### src/serial_clock_led_matrix_driver_unit_macros.svh
// Assertion macros for the serial clock LED matrix driver.
`ifndef SERIAL_CLOCK_LED_MATRIX_DRIVER_UNIT_MACROS_SVH
`define SERIAL_CLOCK_LED_MATRIX_DRIVER_UNIT_MACROS_SVH

// Same-cycle implication, sampled on clk, off during rst.
`define SLMD_ASSERT_IMP(label, ante, cons, msg) \
  label: assert property (@(posedge clk) disable iff (rst) (ante) |-> (cons)) \
    else $error(msg);

// Next-cycle implication, sampled on clk, off during rst.
`define SLMD_ASSERT_NXT(label, ante, cons, msg) \
  label: assert property (@(posedge clk) disable iff (rst) (ante) |=> (cons)) \
    else $error(msg);

`endif

### src/slmd_pkg.sv
// Shared types, constants and glyph functions for the LED matrix clock driver.
package slmd_pkg;

  localparam int PANEL_ROWS_DEF     = 16;
  localparam int MESSAGE_LENGTH_DEF = 10;
  localparam int PANEL_COLUMNS      = 32;
  localparam int GLYPH_ROWS         = 8;
  localparam int GLYPH_ROW_W        = $clog2(GLYPH_ROWS);
  localparam int TIME_DIGITS        = 6;
  localparam int TIME_FIRST         = 4;
  localparam int IDX_W              = 4;
  localparam int OFFSET_W           = 5;
  localparam int CODE_W             = 4;
  localparam int DAY_HOURS          = 24;
  localparam int HOUR_W             = 13;

  localparam logic [7:0]          START_CHAR        = 8'h52;
  localparam logic [7:0]          CHAR_ZERO         = 8'h30;
  localparam logic [7:0]          CHAR_NINE         = 8'h39;
  localparam logic [5:0]          COLOUR_UPPER      = 6'd33;
  localparam logic [5:0]          COLOUR_LOWER      = 6'd50;
  localparam logic [OFFSET_W-1:0] HOUR_OFFSET_RESET = 5'd5;
  localparam logic [CODE_W-1:0]   CODE_BLANK        = 4'hA;
  localparam logic [CODE_W-1:0]   CODE_ONE          = 4'h1;

  localparam logic [31:0] GLYPH_TABLE [10] = '{
    32'h06999996, 32'h0E444464, 32'h0F124896, 32'h0698E896, 32'h0444F555,
    32'h0698611F, 32'h06997196, 32'h0112488F, 32'h06996996, 32'h0698E996
  };

  localparam int DIGIT_COL [TIME_DIGITS] = '{0, 5, 12, 17, 23, 28};

  typedef struct packed {
    logic       operation;
    logic [7:0] rx_byte;
  } in_t;

  typedef struct packed {
    logic [3:0]               row_address;
    logic [PANEL_COLUMNS-1:0] row_bits;
    logic [5:0]               colour_pins;
    logic                     time_updated;
  } out_t;

  // One glyph code per display digit; CODE_BLANK shows nothing.
  typedef logic [TIME_DIGITS-1:0][CODE_W-1:0] codes_t;

  typedef struct packed {
    logic   start;
    codes_t codes;
  } build_t;

  function automatic logic [CODE_W-1:0] char_code(input logic [7:0] c);
    logic [7:0] d;
    d = c - CHAR_ZERO;
    if (c >= CHAR_ZERO && c <= CHAR_NINE) return d[CODE_W-1:0];
    return CODE_BLANK;
  endfunction

  function automatic logic [3:0] glyph_nibble(input logic [CODE_W-1:0] code,
                                              input logic [GLYPH_ROW_W-1:0] row);
    logic [31:0] g;
    g = (code <= 4'd9) ? GLYPH_TABLE[code] : 32'h0;
    return g[{row, 2'b00} +: 4];
  endfunction

  function automatic logic [PANEL_COLUMNS-1:0] row_word(input codes_t codes,
                                                        input logic [GLYPH_ROW_W-1:0] row);
    logic [PANEL_COLUMNS-1:0] w;
    w = '0;
    for (int k = 0; k < TIME_DIGITS; k++) begin
      w = w | (PANEL_COLUMNS'(glyph_nibble(codes[k], row)) << DIGIT_COL[k]);
    end
    return w;
  endfunction

endpackage

### src/slmd_row_store.sv
// Row word memory with its rebuild sweep and registered read port.
module slmd_row_store (
  input  logic                                 clk,
  input  logic                                 rst,
  input  slmd_pkg::build_t                     build,
  input  logic                                 rd_en,
  input  logic [slmd_pkg::GLYPH_ROW_W-1:0]     rd_addr,
  output logic [slmd_pkg::PANEL_COLUMNS-1:0]   rd_data,
  output logic                                 busy
);
  import slmd_pkg::*;

  logic [PANEL_COLUMNS-1:0] mem [GLYPH_ROWS];
  logic [GLYPH_ROWS-1:0]    row_valid;
  logic [GLYPH_ROW_W-1:0]   sweep_row;
  codes_t                   codes;
  logic [PANEL_COLUMNS-1:0] rd_q;
  logic                     rd_ok;

  // sweep control
  always_ff @(posedge clk) begin
    if (rst) begin
      busy      <= 1'b0;
      sweep_row <= '0;
      row_valid <= '0;
    end else if (build.start) begin
      busy      <= 1'b1;
      sweep_row <= '0;
    end else if (busy) begin
      row_valid[sweep_row] <= 1'b1;
      sweep_row            <= sweep_row + 1'b1;
      if (sweep_row == GLYPH_ROW_W'(GLYPH_ROWS - 1)) begin
        busy <= 1'b0;
      end
    end
  end

  always_ff @(posedge clk) begin
    if (build.start) begin
      codes <= build.codes;
    end
  end

  // single write port, single registered read port
  always_ff @(posedge clk) begin
    if (busy) begin
      mem[sweep_row] <= row_word(codes, sweep_row);
    end
  end

  always_ff @(posedge clk) begin
    if (rd_en) begin
      rd_q  <= mem[rd_addr];
      rd_ok <= row_valid[rd_addr];
    end
  end

  // rows never built read as blank
  assign rd_data = rd_ok ? rd_q : '0;

endmodule

### src/serial_clock_led_matrix_driver_unit.sv
// Top level of the serial clock LED matrix driver: receive framing, hour fold, scan output.
// Takes one word per cycle while item_ready is high: either a received serial byte or a scan
// tick. Every word gives exactly one result word, through the synchronous read of the row
// memory, held in stage 2 beside the word, and then the output queue, which holds up to
// three results so input keeps flowing while the far side stalls, until the queue is full.
// A byte that completes a time message ('R' plus MESSAGE_LENGTH-1 more bytes, HHMMSS
// in bytes 4..9) starts a rebuild of the eight row words: the row memory has one
// write port, so the rebuild writes the rows one at a time, and item_ready stays low while it runs.
// Scan ticks return the next panel row's 32 column bits, with rows 8..15 repeating
// rows 0..7, and colour mask 33 (upper half) or 50 (lower half). hour_offset (reset 5)
// is applied when the message completes.
// The row memory reads as blank after reset; there is no clearing pass.
module serial_clock_led_matrix_driver_unit #(
  parameter int PANEL_ROWS     = slmd_pkg::PANEL_ROWS_DEF,
  parameter int MESSAGE_LENGTH = slmd_pkg::MESSAGE_LENGTH_DEF
) (
  input  logic                          clk,
  input  logic                          rst,
  input  logic                          cfg_we,
  input  logic [slmd_pkg::OFFSET_W-1:0] cfg_wdata,
  input  logic                          item_valid,
  output logic                          item_ready,
  input  slmd_pkg::in_t                 item,
  output logic                          result_valid,
  input  logic                          result_ready,
  output slmd_pkg::out_t                result
);
  import slmd_pkg::*;
  `include "serial_clock_led_matrix_driver_unit_macros.svh"

  localparam int               ROW_W      = $clog2(PANEL_ROWS);
  localparam logic [ROW_W-1:0] ROW_LAST   = ROW_W'(PANEL_ROWS - 1);
  localparam logic [ROW_W-1:0] ROW_HALF   = ROW_W'(PANEL_ROWS / 2);
  localparam logic [IDX_W-1:0] MSG_LAST   = IDX_W'(MESSAGE_LENGTH - 1);
  localparam logic [IDX_W-1:0] IDX_HOUR_T = IDX_W'(TIME_FIRST);
  localparam logic [IDX_W-1:0] IDX_HOUR_O = IDX_W'(TIME_FIRST + 1);
  localparam logic [IDX_W-1:0] IDX_TAIL   = IDX_W'(TIME_FIRST + 2);
  localparam logic [IDX_W-1:0] IDX_END    = IDX_W'(TIME_FIRST + TIME_DIGITS - 1);
  localparam int               FIFO_DEPTH = 3;
  localparam int               TAIL_N     = TIME_DIGITS - 2;

  // ---------------------------------------------------------------- config
  logic [OFFSET_W-1:0] hour_offset;

  always_ff @(posedge clk) begin
    if (rst) begin
      hour_offset <= HOUR_OFFSET_RESET;
    end else if (cfg_we) begin
      hour_offset <= cfg_wdata;
    end
  end

  // ---------------------------------------------------------------- accept
  logic accept;
  logic is_scan;
  logic is_byte;
  logic busy;

  assign accept  = item_valid & item_ready;
  assign is_scan = accept & item.operation;
  assign is_byte = accept & ~item.operation;

  // ---------------------------------------------------------------- receive
  logic [IDX_W-1:0]         receive_index;
  logic [7:0]               hour_tens_char;   // raw byte 4
  logic signed [HOUR_W-1:0] hour_part;        // 10*(c4-48) + (c5-48)
  logic [CODE_W-1:0]        tail_codes [TAIL_N];
  logic                     in_message;
  logic                     complete;
  logic [IDX_W-1:0]         tail_sel;
  logic signed [HOUR_W-1:0] tens_s;
  logic signed [HOUR_W-1:0] ones_s;
  logic signed [HOUR_W-1:0] hour_part_next;

  assign in_message = (receive_index != '0) || (item.rx_byte == START_CHAR);
  assign complete   = is_byte && in_message && (receive_index == MSG_LAST);
  assign tail_sel   = receive_index - IDX_TAIL;

  assign tens_s         = signed'({5'b0, hour_tens_char});
  assign ones_s         = signed'({5'b0, item.rx_byte});
  assign hour_part_next = (tens_s <<< 3) + (tens_s <<< 1) + ones_s
                          - HOUR_W'(11 * 48);

  always_ff @(posedge clk) begin
    if (rst) begin
      receive_index <= '0;
    end else if (is_byte && in_message) begin
      if (receive_index == MSG_LAST) begin
        receive_index <= '0;
      end else begin
        receive_index <= receive_index + 1'b1;
      end
    end
  end

  always_ff @(posedge clk) begin
    if (is_byte && in_message) begin
      if (receive_index == IDX_HOUR_T) begin
        hour_tens_char <= item.rx_byte;
      end
      if (receive_index == IDX_HOUR_O) begin
        hour_part <= hour_part_next;
      end
      if (receive_index >= IDX_TAIL && receive_index <= IDX_END) begin
        tail_codes[tail_sel[1:0]] <= char_code(item.rx_byte);
      end
    end
  end

  // ---------------------------------------------------------------- hour fold
  // Offset added, then folded: >24 drop a day, >12 drop half a day, >=10 split tens.
  logic signed [HOUR_W-1:0] h0, h1, h2, h3;
  logic                     hour_tens;
  build_t                   build;

  always_comb begin
    h0        = hour_part + signed'({8'b0, hour_offset});
    h1        = (h0 >= HOUR_W'(DAY_HOURS + 1))     ? h0 - HOUR_W'(DAY_HOURS)     : h0;
    h2        = (h1 >= HOUR_W'(DAY_HOURS / 2 + 1)) ? h1 - HOUR_W'(DAY_HOURS / 2) : h1;
    hour_tens = (h2 >= HOUR_W'(10));
    h3        = hour_tens ? h2 - HOUR_W'(10) : h2;

    build.start    = complete;
    build.codes[0] = hour_tens ? CODE_ONE : CODE_BLANK;
    build.codes[1] = (h3 >= HOUR_W'(0) && h3 <= HOUR_W'(9)) ? h3[CODE_W-1:0] : CODE_BLANK;
    for (int k = 0; k < TAIL_N - 1; k++) begin
      build.codes[k + 2] = tail_codes[k];
    end
    // last seconds digit arrives with the completing byte when the message is minimal
    build.codes[TIME_DIGITS-1] = (receive_index == IDX_END) ? char_code(item.rx_byte)
                                                            : tail_codes[TAIL_N-1];
  end

  // ---------------------------------------------------------------- scan
  logic [ROW_W-1:0] scan_row;

  always_ff @(posedge clk) begin
    if (rst) begin
      scan_row <= '0;
    end else if (is_scan) begin
      scan_row <= (scan_row == ROW_LAST) ? '0 : scan_row + 1'b1;
    end
  end

  logic [PANEL_COLUMNS-1:0] rd_data;

  slmd_row_store u_rows (
    .clk     (clk),
    .rst     (rst),
    .build   (build),
    .rd_en   (is_scan),
    .rd_addr (GLYPH_ROW_W'(scan_row)),
    .rd_data (rd_data),
    .busy    (busy)
  );

  // ---------------------------------------------------------------- stage 2
  // Lines up with the memory read data.
  logic       s2_valid;
  logic       s2_scan;
  logic       s2_upd;
  logic [3:0] s2_addr;
  logic [5:0] s2_colour;
  out_t       s2_out;

  always_ff @(posedge clk) begin
    if (rst) begin
      s2_valid <= 1'b0;
    end else begin
      s2_valid <= accept;
    end
  end

  always_ff @(posedge clk) begin
    if (accept) begin
      s2_scan   <= item.operation;
      s2_upd    <= complete;
      s2_addr   <= 4'(scan_row);
      s2_colour <= (scan_row < ROW_HALF) ? COLOUR_UPPER : COLOUR_LOWER;
    end
  end

  always_comb begin
    s2_out = '0;
    if (s2_scan) begin
      s2_out.row_address = s2_addr;
      s2_out.row_bits    = rd_data;
      s2_out.colour_pins = s2_colour;
    end else begin
      s2_out.time_updated = s2_upd;
    end
  end

  // ---------------------------------------------------------------- output queue
  out_t       fifo_mem [FIFO_DEPTH];
  logic [1:0] wr_ptr;
  logic [1:0] rd_ptr;
  logic [1:0] fifo_cnt;
  logic       pop;

  assign pop          = result_valid & result_ready;
  assign result_valid = (fifo_cnt != '0);
  assign result       = fifo_mem[rd_ptr];
  // room for the word in stage 2 plus one more
  assign item_ready   = !busy && (({1'b0, fifo_cnt} + {2'b0, s2_valid}) < 3'(FIFO_DEPTH));

  always_ff @(posedge clk) begin
    if (rst) begin
      wr_ptr   <= '0;
      rd_ptr   <= '0;
      fifo_cnt <= '0;
    end else begin
      if (s2_valid) begin
        wr_ptr <= (wr_ptr == 2'(FIFO_DEPTH - 1)) ? '0 : wr_ptr + 1'b1;
      end
      if (pop) begin
        rd_ptr <= (rd_ptr == 2'(FIFO_DEPTH - 1)) ? '0 : rd_ptr + 1'b1;
      end
      fifo_cnt <= fifo_cnt + 2'(s2_valid) - 2'(pop);
    end
  end

  always_ff @(posedge clk) begin
    if (s2_valid) begin
      fifo_mem[wr_ptr] <= s2_out;
    end
  end

  // ---------------------------------------------------------------- checks
  `SLMD_ASSERT_IMP(a_queue_no_overflow, s2_valid && fifo_cnt == 2'(FIFO_DEPTH), pop, "output queue overflow")
  `SLMD_ASSERT_NXT(a_update_starts_build, complete, busy && !item_ready, "row rebuild did not start")
  `SLMD_ASSERT_NXT(a_scan_wraps, is_scan && scan_row == ROW_LAST, scan_row == '0, "scan row did not wrap")

endmodule

### config.mk
export PLATFORM = sky130hd
export DESIGN_NAME = serial_clock_led_matrix_driver_unit
export DESIGN_NICKNAME = d
export VERILOG_FILES = /design/src/slmd_pkg.sv /design/src/slmd_row_store.sv /design/src/serial_clock_led_matrix_driver_unit.sv
export VERILOG_INCLUDE_DIRS = /design/src /design/src/src
export SDC_FILE = /design/constraint.sdc
export NUM_CORES = 1
export LEC_CHECK = 0
export BUFFER_PORTS_ARGS = -buffer_cell sky130_fd_sc_hd__buf_2
export CORE_MARGIN = 10
export CORE_UTILIZATION = 50
export CTS_CLUSTER_DIAMETER = 100
export DETAILED_ROUTE_END_ITERATION = 8
export PLACE_DENSITY_LB_ADDON = 0.12
export SETUP_SLACK_MARGIN = 0.5
export SKIP_LAST_GASP = 1
export SYNTH_ARGS = -nofsm -noshare
export SYNTH_HDL_FRONTEND = slang
export SYNTH_HIERARCHICAL = 1
export SYNTH_SLANG_ARGS = --single-unit
### constraint.sdc
create_clock -name clk -period 6.35 [get_ports clk]
set_input_delay 1.27 -clock clk [delete_from_list [all_inputs] [get_ports clk]]
set_output_delay 1.27 -clock clk [all_outputs]
set_load 0.02 [all_outputs]
==> impl_metrics.ini, run 1 <==
[sta]
drv_slew = 0
rsz0062_at_grt = false
slew_headroom_pct = 18.42
setup_viol = 0
hold_violations = 0
max_clock_freq_mhz = 182.0
worstMarginPinSlew_ns = 1.205
fin_crit_ns = 5.494
fin_skew_ns = 0.02036
tns_ns = 0
finalCritPeriodShare_pct = 86.52

[routing]
via_per_inst = 5.879
drt-wirelength-per-cell_um = 21.06
drc = 0
wl_um = 49790
drtPass1Iterations = 5
ant_nets = 0
num_vias = 13897
first_iter_violations = 964

[setup_path]
crit_type = reg -> reg
cpMostUsedCell = nor2_1
start_kind = register
required_ns = 6.68
slowest_stage = ha_1
crit_path_end_kind = register
cp.arrival_ns = 5.82
max_stage_delay_ns = 0.40
cp_max_fo = 8

[global_route]
overflow = 0
grt_start_max_net_pins = 79
antenna_found_initial = 0
grt_pass1_wl_um = 78030
grt_usage_pct = 18.54
grt_pass1_vias = 13667

[placement]
gp_congestion = 0.8946
io_buffers = 61
dpl.hpwl_um = 32250
dpl_cell_area_mm2 = 0.02281
dp.cells = 2282

[logic_synthesis]
syn_avg_cell_area_um2 = 12.89
synth_cell_types = 105
postSynthCellCount = 1714
yosysWarnings = 6
seq_area_frac_synth_pct = 57.74
ys_seq_elements = 436
synth_area_mm2 = 0.02209
synth.most_common_cell = edfxtp_1
async_reset_ff_share_pct = 0
synth_top_area_share_pct = 54.66
ys.flop_type = edfxtp_1
synth_enable_flop_cells = 402
yosys-top-cells-count = 402 x edfxtp_1, 106 x nand2_1, 94 x o21ai_0, 93 x nor2_1, 77 x ha_1
synth_largest_area_cell = edfxtp_1
synth_area_leaders = edfxtp_1 55%, mux4_2 5.1%, ha_1 4.4%

[clocking]
cts_made_buffers = 46
cts_buffer_depth = 3
htreeDepth = 2
clk_pin_slew_ns = 0.06
cts_tree = yes
clock_latency_ns = 0.59
numClockSinks = 436
cts-root-buf = clkbuf_16

[floorplan]
rows = 76
start_util_pct = 50.93
die_w_um = 230.2
fp.dieH_um = 230.2
dieArea_mm2 = 0.05298
io_pins = 64
core_region_area_mm2 = 0.04336

[power]
vdd.ir_drop.worst_v = 0.0002221
p_int_mw = 4.906
p_per_area_mw_per_mm2 = 267.1
p_total_mw = 6.490
switchingPower_mw = 1.584
p_comb_share_pct = 11.3
seqPwrFrac_pct = 50.3
pwr-share-clk_pct = 38.4
p_leak_nw = 8.235
switching_share_pct = 24.41

[min_path]
hp-class = reg -> reg

[run]
max_cap_violations = 0

[status]
outcome = finished clean

[final_layout]
fin_area_mm2 = 0.02430
area_growth_pct = 10.00
fin_util_pct = 56.03
fin_nets = 1854
drive_above_1_share_pct = 16.64
diodes = 0
final_cells = 2364
==> through the flow <==
stage | hold slack [ns] | setup WS (ns)
after floorplan | 0.4003 | 0.9713
after global placement | 0.4020 | 0.5721
after detailed placement | 0.4062 | 0.4085
after CTS | 0.4143 | 0.5164
after global routing | 0.4214 | 0.4863
final | 0.4140 | 0.8558
==> cell families after synthesis <==
kind of cell	count (synthesis)	synth area share [%]
buffers and inverters	187	3.858
muxes	139	9.308
xor gates and xnor gates	43	1.977
AOI/OAI and AO/OA	367	11.26
other	2	0.03400
and+or+nand+nor	456	10.83
DFF	436	57.74
adders and majority gates	84	4.997
==> placed cells by master (no fill, tap or decap), types with 8 or more instances in the layout <==
cell	n
a31oi_1	19
mux2i_1	58
nand2b_1	25
mux4_2	50
o2111ai_1	8
nor2_1	90
o211ai_1	19
or3_1	8
a211o_1	9
a211oi_1	19
and3_1	11
nor4_1	11
buf_2	61
and2_1	64
nor3_1	25
edfxtp_1	402
xor2_1	16
dfxtp_1	30
xnor2_1	21
mux2_2	31
inv_1	73
nand3_1	30
nand2_1	106
ha_1	74
conb_1	11
nor2b_1	24
o21ai_0	94
o21ai_1	11
a21oi_1	69
clkbuf_1	8
buf_4	29
a22oi_1	8
o22ai_1	9
clkbuf_16	46
==> power groups by stage <==
| stage | clock, mW | sequential, mW | combinational [mW] |
|---|---|---|---|
| floorplan | 0 | 3.28 | 0.563 |
| global placement | 0 | 3.32 | 0.735 |
| detailed placement | 0 | 3.33 | 0.740 |
| CTS | 2.55 | 3.26 | 0.744 |
| global route | 2.66 | 3.27 | 0.810 |
| finish | 2.49 | 3.26 | 0.736 |
==> layout make-up <==
| type | instances | area, um^2 |
|---|---|---|
| Fill cell | 3621 | 19070 |
| Sequential cell | 436 | 12760 |
| Multi-Input combinational cell | 1100 | 8612 |
| Clock buffer | 54 | 1181 |
| Tap cell | 585 | 732.0 |
| Timing Repair Buffer | 90 | 523.0 |
| Inverter | 77 | 289.0 |
| Clock inverter | 22 | 196.4 |
==> worst paths after layout <==
path               startpoint               end  slack (ns)  depth (start not counted)
max              hour_part[2]   u_rows/codes[4]        0.86                         27
min          tail_codes[1][0]  u_rows/codes[12]        0.41                          0
max reg2reg      hour_part[2]   u_rows/codes[4]        0.86                         27
min reg2reg  tail_codes[1][0]  u_rows/codes[12]        0.41                          0
==> per-layer routing <==
metal  track usage (%)  wire length [um]
met2             31.81             24780
met5                 0                 0
met4             5.940              1295
met3             3.521              2547
met1             23.25             21160
==> registers in the layout, summed over array words and instances (netlist names), 2 cells and up, named ones only <==
signal	cells
fifo_cnt	2
fifo_mem	117
hour_offset	5
hour_part	13
hour_tens_char	8
rd_ptr	2
receive_index	4
s2_addr	3
s2_colour	2
scan_row	4
tail_codes	16
u_rows/codes	24
u_rows/mem	192
u_rows/rd_q	24
u_rows/row_valid	8
u_rows/sweep_row	3
wr_ptr	2
==> critical path: cells and delay by family, from the launching register on <==
kind | cells | cell delay [ns]
AO/OA/AOI/OAI | 6 | 1.08
XOR/XNOR | 3 | 0.53
adder cells (fa/ha/maj) | 4 | 1.11
buffers and inverters | 4 | 0.46
flip-flops | 1 | 0.38
multiplexers | 2 | 0.27
AND/OR/NAND/NOR | 8 | 1.42
==> what timing repair did <==
item                                    in CTS  in global routing
pin swaps                                    1                  6
endpoints found under the setup margin       4                  6
gates cloned                                 0                  0
resized for setup                            2                  9
hold endpoints to repair                     0                  0
setup buffers                                0                  6
hold buffers                                 0                  0
Note: power is estimated with default switching activity, not from simulation.
==> inputs of run 2 (changes only) <==
--- a/config.mk
+++ b/config.mk
@@ -11,6 +11,7 @@
 export CORE_UTILIZATION = 50
 export CTS_CLUSTER_DIAMETER = 100
 export DETAILED_ROUTE_END_ITERATION = 8
+export GPL_TIMING_DRIVEN = 0
 export PLACE_DENSITY_LB_ADDON = 0.12
 export SETUP_SLACK_MARGIN = 0.5
 export SKIP_LAST_GASP = 1
==> run 2 against run 1 <==
The run now ends with max-capacitance violations, max-slew violations left. Combinational power rose by 11%. Clock power grew 5%. Clock-buffer cell count is 9 higher. Sequential power about the same. Total power up 2.8%. Cell area is 2.8% higher. Via count rose by 4.0%. Sequential cell count unchanged. Die area unchanged. Largest cell class unchanged. Largest power group unchanged.
==> impl_metrics.ini, run 2 (synthesis results as in run 1) <==
[global_route]
grt_start_max_net_pins = 31
grt_pass1_vias = 14347
overflow = 0
grt_pass1_wl_um = 82490
antenna_found_initial = 1
grt_usage_pct = 19.73

[placement]
dpl.hpwl_um = 36080
dpl_cell_area_mm2 = 0.02334
gp_congestion = 0.9234
dp.cells = 2379
io_buffers = 60

[floorplan]
io_pins = 64
dieArea_mm2 = 0.05298
core_region_area_mm2 = 0.04336
die_w_um = 230.2
fp.dieH_um = 230.2
start_util_pct = 50.93
rows = 76

[final_layout]
n_fill_cell = 3606
diodes = 0
final_cells = 2473
layout_common_cells = 402 x edfxtp_1, 106 x nand2_1, 95 x buf_2
multi_input_area_mm2 = 0.008660
largest-register = u_rows/mem
area_growth_pct = 13.13
fin_area_mm2 = 0.02499
largest_reg_flops = 192
largestRegisters = u_rows/mem: 192 flops, fifo_mem: 117 flops
fin_nets = 1953
seq_area_mm2 = 0.01275
fin_util_pct = 57.62
final_common_cell = edfxtp_1
drive_above_1_share_pct = 18.59

[power]
p_comb_share_pct = 12.2
p_per_area_mw_per_mm2 = 267.0
vdd.ir_drop.worst_v = 0.0001656
switching_share_pct = 24.77
p_int_mw = 5.018
seqPwrFrac_pct = 48.4
p_leak_nw = 8.592
pwr-share-clk_pct = 39.3
switchingPower_mw = 1.653
p_total_mw = 6.670

[clocking]
cts_buffer_depth = 3
cts_made_buffers = 46
clk_pin_slew_ns = 0.06
clock_latency_ns = 0.59
htreeDepth = 2
numClockSinks = 436
cts-root-buf = clkbuf_16
cts_tree = yes

[min_path]
hold_depth = 0
hp-start = tail_codes[1][2]
hp-class = reg -> reg
min_to = u_rows/codes[14]

[routing]
drc = 0
num_vias = 14448
drt-wirelength-per-cell_um = 21.48
ant_nets = 0
first_iter_violations = 1283
drtPass1Iterations = 5
via_per_inst = 5.842
wl_um = 53120

[setup_path]
path_buf_inv = 3
reg2reg_to = u_rows/codes[4]
rr_worst_depth = 26
crit_type = reg -> reg
cpMostUsedCell = inv_1
rrSetupSlack_ns = 0.89
r2r_start = hour_part[0]
crit_path_end_kind = register
crit_family = simple AND/OR/NAND/NOR gates
max_stage_delay_ns = 0.43
slowest_stage = fa_1
cp.arrival_ns = 5.78
start_kind = register
required_ns = 6.67
cp_max_fo = 6
crit_start = hour_part[0]

[status]
violations = max-capacitance violations, max-slew violations
outcome = finished with violations

[sta]
worstMarginPinSlew_ns = 1.540
rsz0062_at_grt = false
fin_skew_ns = 0.01585
finalCritPeriodShare_pct = 86.00
max_clock_freq_mhz = 183.1
drv_slew = 9
setup_viol = 0
fin_crit_ns = 5.461
slew_headroom_pct = -2.969
hold_violations = 0

[run]
max_cap_violations = 1
-- run 2: cell count changes in the layout (fill, tap and decap cells not counted), sizes merged --
cell,previous run,this run
buf,90,146
clkbuf,54,106
clkinv,15,16
clkinvlp,1,3
inv,81,79
-- run 2: what timing repair did --
action / CTS / global route
setup endpoints to repair: 7 / 4
gates resized for setup: 8 / 9
pin swaps: 2 / 3
gates cloned: 0 / 0
hold buffers: 0 / 0
buffers inserted: 2 / 6
-- run 2: power groups by stage --
stage / Sequential [mW] / Clock [mW] / Combinational [mW]
global placement: 3.30 / 0 / 0.794
CTS: 3.23 / 2.68 / 0.824
floorplan: 3.28 / 0 / 0.563
detailed placement: 3.29 / 0 / 0.814
finish: 3.23 / 2.62 / 0.815
global route: 3.24 / 2.78 / 0.892
-- run 2: routing by layer --
metal	part of all wire [%]	wire, um	GRT usage (%)
met1	42	22440	25.62
met2	49	25950	32.90
met3	5.9	3136	3.041
met4	3.0	1604	7.318
met5	0	0	0
-- run 2: worst max-delay path by stage --
| stage | end | cells after the start |
|---|---|---|
| 3_5_place_dp | u_rows/codes[5] | 27 |
| 3_3_place_gp | u_rows/codes[5] | 27 |
| 6_report | u_rows/codes[4] | 26 |
| 2_1_floorplan | u_rows/codes[4] | 27 |
| 4_1_cts | u_rows/codes[5] | 27 |
| 5_1_grt | u_rows/codes[4] | 26 |
-- run 2: stage by stage --
step,setup TNS [ns],hold slack (ns),worst slack (ns)
finish,0,0.4165,0.8888
global route,0,0.4276,0.4774
CTS,0,0.4190,0.5392
detailed placement,-0.2721,0.4045,-0.1851
global placement,-0.3686,0.4022,-0.2150
floorplan,0,0.4003,0.9713
-- run 2: area by class of cell --
class | count | area share [%]
Multi-Input combinational cell | 1100 | 34.66
Buffer | 110 | 2.259
Inverter | 77 | 1.157
Tap cell | 585 | 2.930
Clock buffer | 63 | 5.103
Sequential cell | 436 | 51.04
Clock inverter | 23 | 0.8563
Timing Repair Buffer | 79 | 1.998
==> inputs of run 3 (changes only) <==
--- a/config.mk
+++ b/config.mk
@@ -7,8 +7,10 @@
 export NUM_CORES = 1
 export LEC_CHECK = 0
 export BUFFER_PORTS_ARGS = -buffer_cell sky130_fd_sc_hd__buf_2
+export CELL_PAD_IN_SITES_DETAIL_PLACEMENT = 1
+export CELL_PAD_IN_SITES_GLOBAL_PLACEMENT = 2
 export CORE_MARGIN = 10
-export CORE_UTILIZATION = 50
+export CORE_UTILIZATION = 45
 export CTS_CLUSTER_DIAMETER = 100
 export DETAILED_ROUTE_END_ITERATION = 8
 export GPL_TIMING_DRIVEN = 0
==> run 3 against run 2 <==
The flow now finishes without violations. Non-clock buffer count grew 7. Combinational power up 0.6%. Core utilization decreased by 6.2 points. Worst setup slack better by 0.012 ns. Cell area grew 0.42%. Clock power is 2% lower. Hold slack better by 0.0075 ns. First-iteration DRC count fell by 33%. Sequential share of layout area fell by 0.21 points. Sequential power about the same. Register-to-register slack about the same. Critical path type unchanged. Largest power group unchanged.
==> impl_metrics.ini, run 3 (synthesis results as in run 1) <==
[clocking]
numClockSinks = 436
ctsHoldBuffers = 0
cts_buffer_depth = 3
clk_pin_slew_ns = 0.06
cts-root-buf = clkbuf_16
clock_latency_ns = 0.59
cts_tree = yes
htreeDepth = 2
cts_made_buffers = 46

[sta]
slew_headroom_pct = 8.427
drv_slew = 0
worstMarginPinSlew_ns = 1.369
setup_viol = 0
fin_crit_ns = 5.449
rsz0062_at_grt = false
finalCritPeriodShare_pct = 85.81
max_clock_freq_mhz = 183.5
tns_ns = 0
fin_skew_ns = 0.02069
setup_ws_ns = 0.9010
hold_violations = 0

[setup_path]
cp_max_fo = 8
cp.arrival_ns = 5.78
crit_type = reg -> reg
start_kind = register
r2r_start = hour_part[2]
reg2reg_to = u_rows/codes[6]
rrSetupSlack_ns = 0.90
required_ns = 6.69
crit_path_end_kind = register
rr_worst_depth = 26

[final_layout]
largest-register = u_rows/mem
drive_above_1_share_pct = 18.58
fin_area_mm2 = 0.02509
largest_reg_flops = 192
largestRegisters = u_rows/mem: 192 flops, fifo_mem: 117 flops
diodes = 0
final_common_cell = edfxtp_1
layout_common_cells = 402 x edfxtp_1, 106 x nand2_1, 94 x buf_2, 94 x o21ai_0, 88 x nor2_1
fin_nets = 1960
fin_util_pct = 51.47
area_growth_pct = 13.60

[power]
seqPwrFrac_pct = 48.9
switchingPower_mw = 1.649
p_int_mw = 4.960
vdd.ir_drop.worst_v = 0.0001910
switching_share_pct = 24.95
p_comb_share_pct = 12.4
pwr-share-clk_pct = 38.7
p_per_area_mw_per_mm2 = 263.4
p_leak_nw = 8.608

[placement]
io_buffers = 60
dp_slack_ns = -0.2162
gp_congestion = 0.8852
dpl.hpwl_um = 41700
dpl_cell_area_mm2 = 0.02345

[run]
max_cap_violations = 0

[floorplan]
start_util_pct = 45.31
fp.dieH_um = 241.5
core_region_area_mm2 = 0.04875
io_pins = 64
rows = 81
dieArea_mm2 = 0.05834
die_w_um = 241.5

[routing]
ant_nets = 0
via_per_inst = 5.735
wl_um = 59480
drt-wirelength-per-cell_um = 23.30
drtPass1Iterations = 5
first_iter_violations = 864
num_vias = 14641
drc = 0

[global_route]
antenna_found_initial = 1
overflow = 0
grt_usage_pct = 19.94
grt_pass1_vias = 15468
grt_start_max_net_pins = 30
grt_pass1_wl_um = 91910

[min_path]
hp-start = tail_codes[2][3]
min_to = u_rows/codes[19]
hp-class = reg -> reg
hold_depth = 0

[status]
outcome = finished clean
[run 3: cell types whose count changed in the layout (fill, tap and decap cells not counted), moves of 2 or more]
cell	before	now
clkbuf_8	6	1
a21oi_1	68	70
clkinv_2	5	2
clkbuf_1	51	54
buf_4	24	32
a21oi_2	4	2
[run 3: power by group through the flow]
stage | logic (mW) | clock network [mW] | registers [mW]
after detailed placement | 0.820 | 0 | 3.29
after global placement | 0.795 | 0 | 3.29
after CTS | 0.832 | 2.63 | 3.23
after floorplan | 0.563 | 0 | 3.28
final | 0.820 | 2.56 | 3.23
after global routing | 0.905 | 2.74 | 3.24
[run 3: through the flow]
step | cells | hold slack [ns] | power [mW]
after floorplan | 1723 | 0.4003 | 3.845
after global placement | 2447 | 0.4016 | 4.088
after detailed placement | 2460 | 0.4051 | 4.112
after CTS | 2542 | 0.4254 | 6.690
after global routing | 2553 | 0.4296 | 6.879
final | 2553 | 0.4240 | 6.609
[run 3: layer usage]
layer / wire length [um] / track usage (%)
met4: 1111 / 4.820
met5: 0 / 0
met3: 2635 / 3.020
met2: 30070 / 34.82
met1: 25660 / 25.53
[run 3: layout make-up]
class / instances / area (um^2)
buffer: 110 / 564.3
clock buffer: 61 / 1217
clock inverter: 19 / 198.9
fill: 4973 / 23660
inverter: 77 / 289.0
multi-input combinational: 1100 / 8690
sequential: 436 / 12750
tap: 664 / 830.8
timing repair buffer: 86 / 546.8
[run 3: how the worst max path moves through the flow]
stage	slack, ns	end	start
after floorplan	0.97	u_rows/codes[4]	hour_offset[0]
after global placement	-0.24	u_rows/codes[5]	hour_offset[0]
after detailed placement	-0.22	u_rows/codes[5]	hour_offset[0]
after CTS	0.52	u_rows/codes[5]	hour_offset[0]
after global routing	0.50	u_rows/codes[5]	hour_part[2]
final	0.90	u_rows/codes[6]	hour_part[2]
[run 3: worst max-delay path, stage by stage, from the launching register on]
cell and delay (ns):
edfxtp_1 0.37, ha_1 0.40, a21oi_1 0.27, and2_2 0.23
xor2_4 0.24, inv_2 0.16, ha_4 0.23, o21ai_2 0.15
a41oi_4 0.18, nor2_4 0.27, xnor2_4 0.16, ha_4 0.18
inv_1 0.07, nor2_2 0.14, a31oi_1 0.10, nor2_1 0.12
mux2i_1 0.09, and3_1 0.22, a21oi_4 0.25, xnor2_4 0.17
ha_2 0.23, inv_1 0.07, o211ai_2 0.13, nand3_1 0.16
mux2i_1 0.14, and4_2 0.26, and3_1 0.20
[run 3: timing repair]
action | CTS | global route
endpoints found under the setup margin | 7 | 4
setup buffers | 2 | 10
resized for setup | 9 | 11
pin swaps | 2 | 6
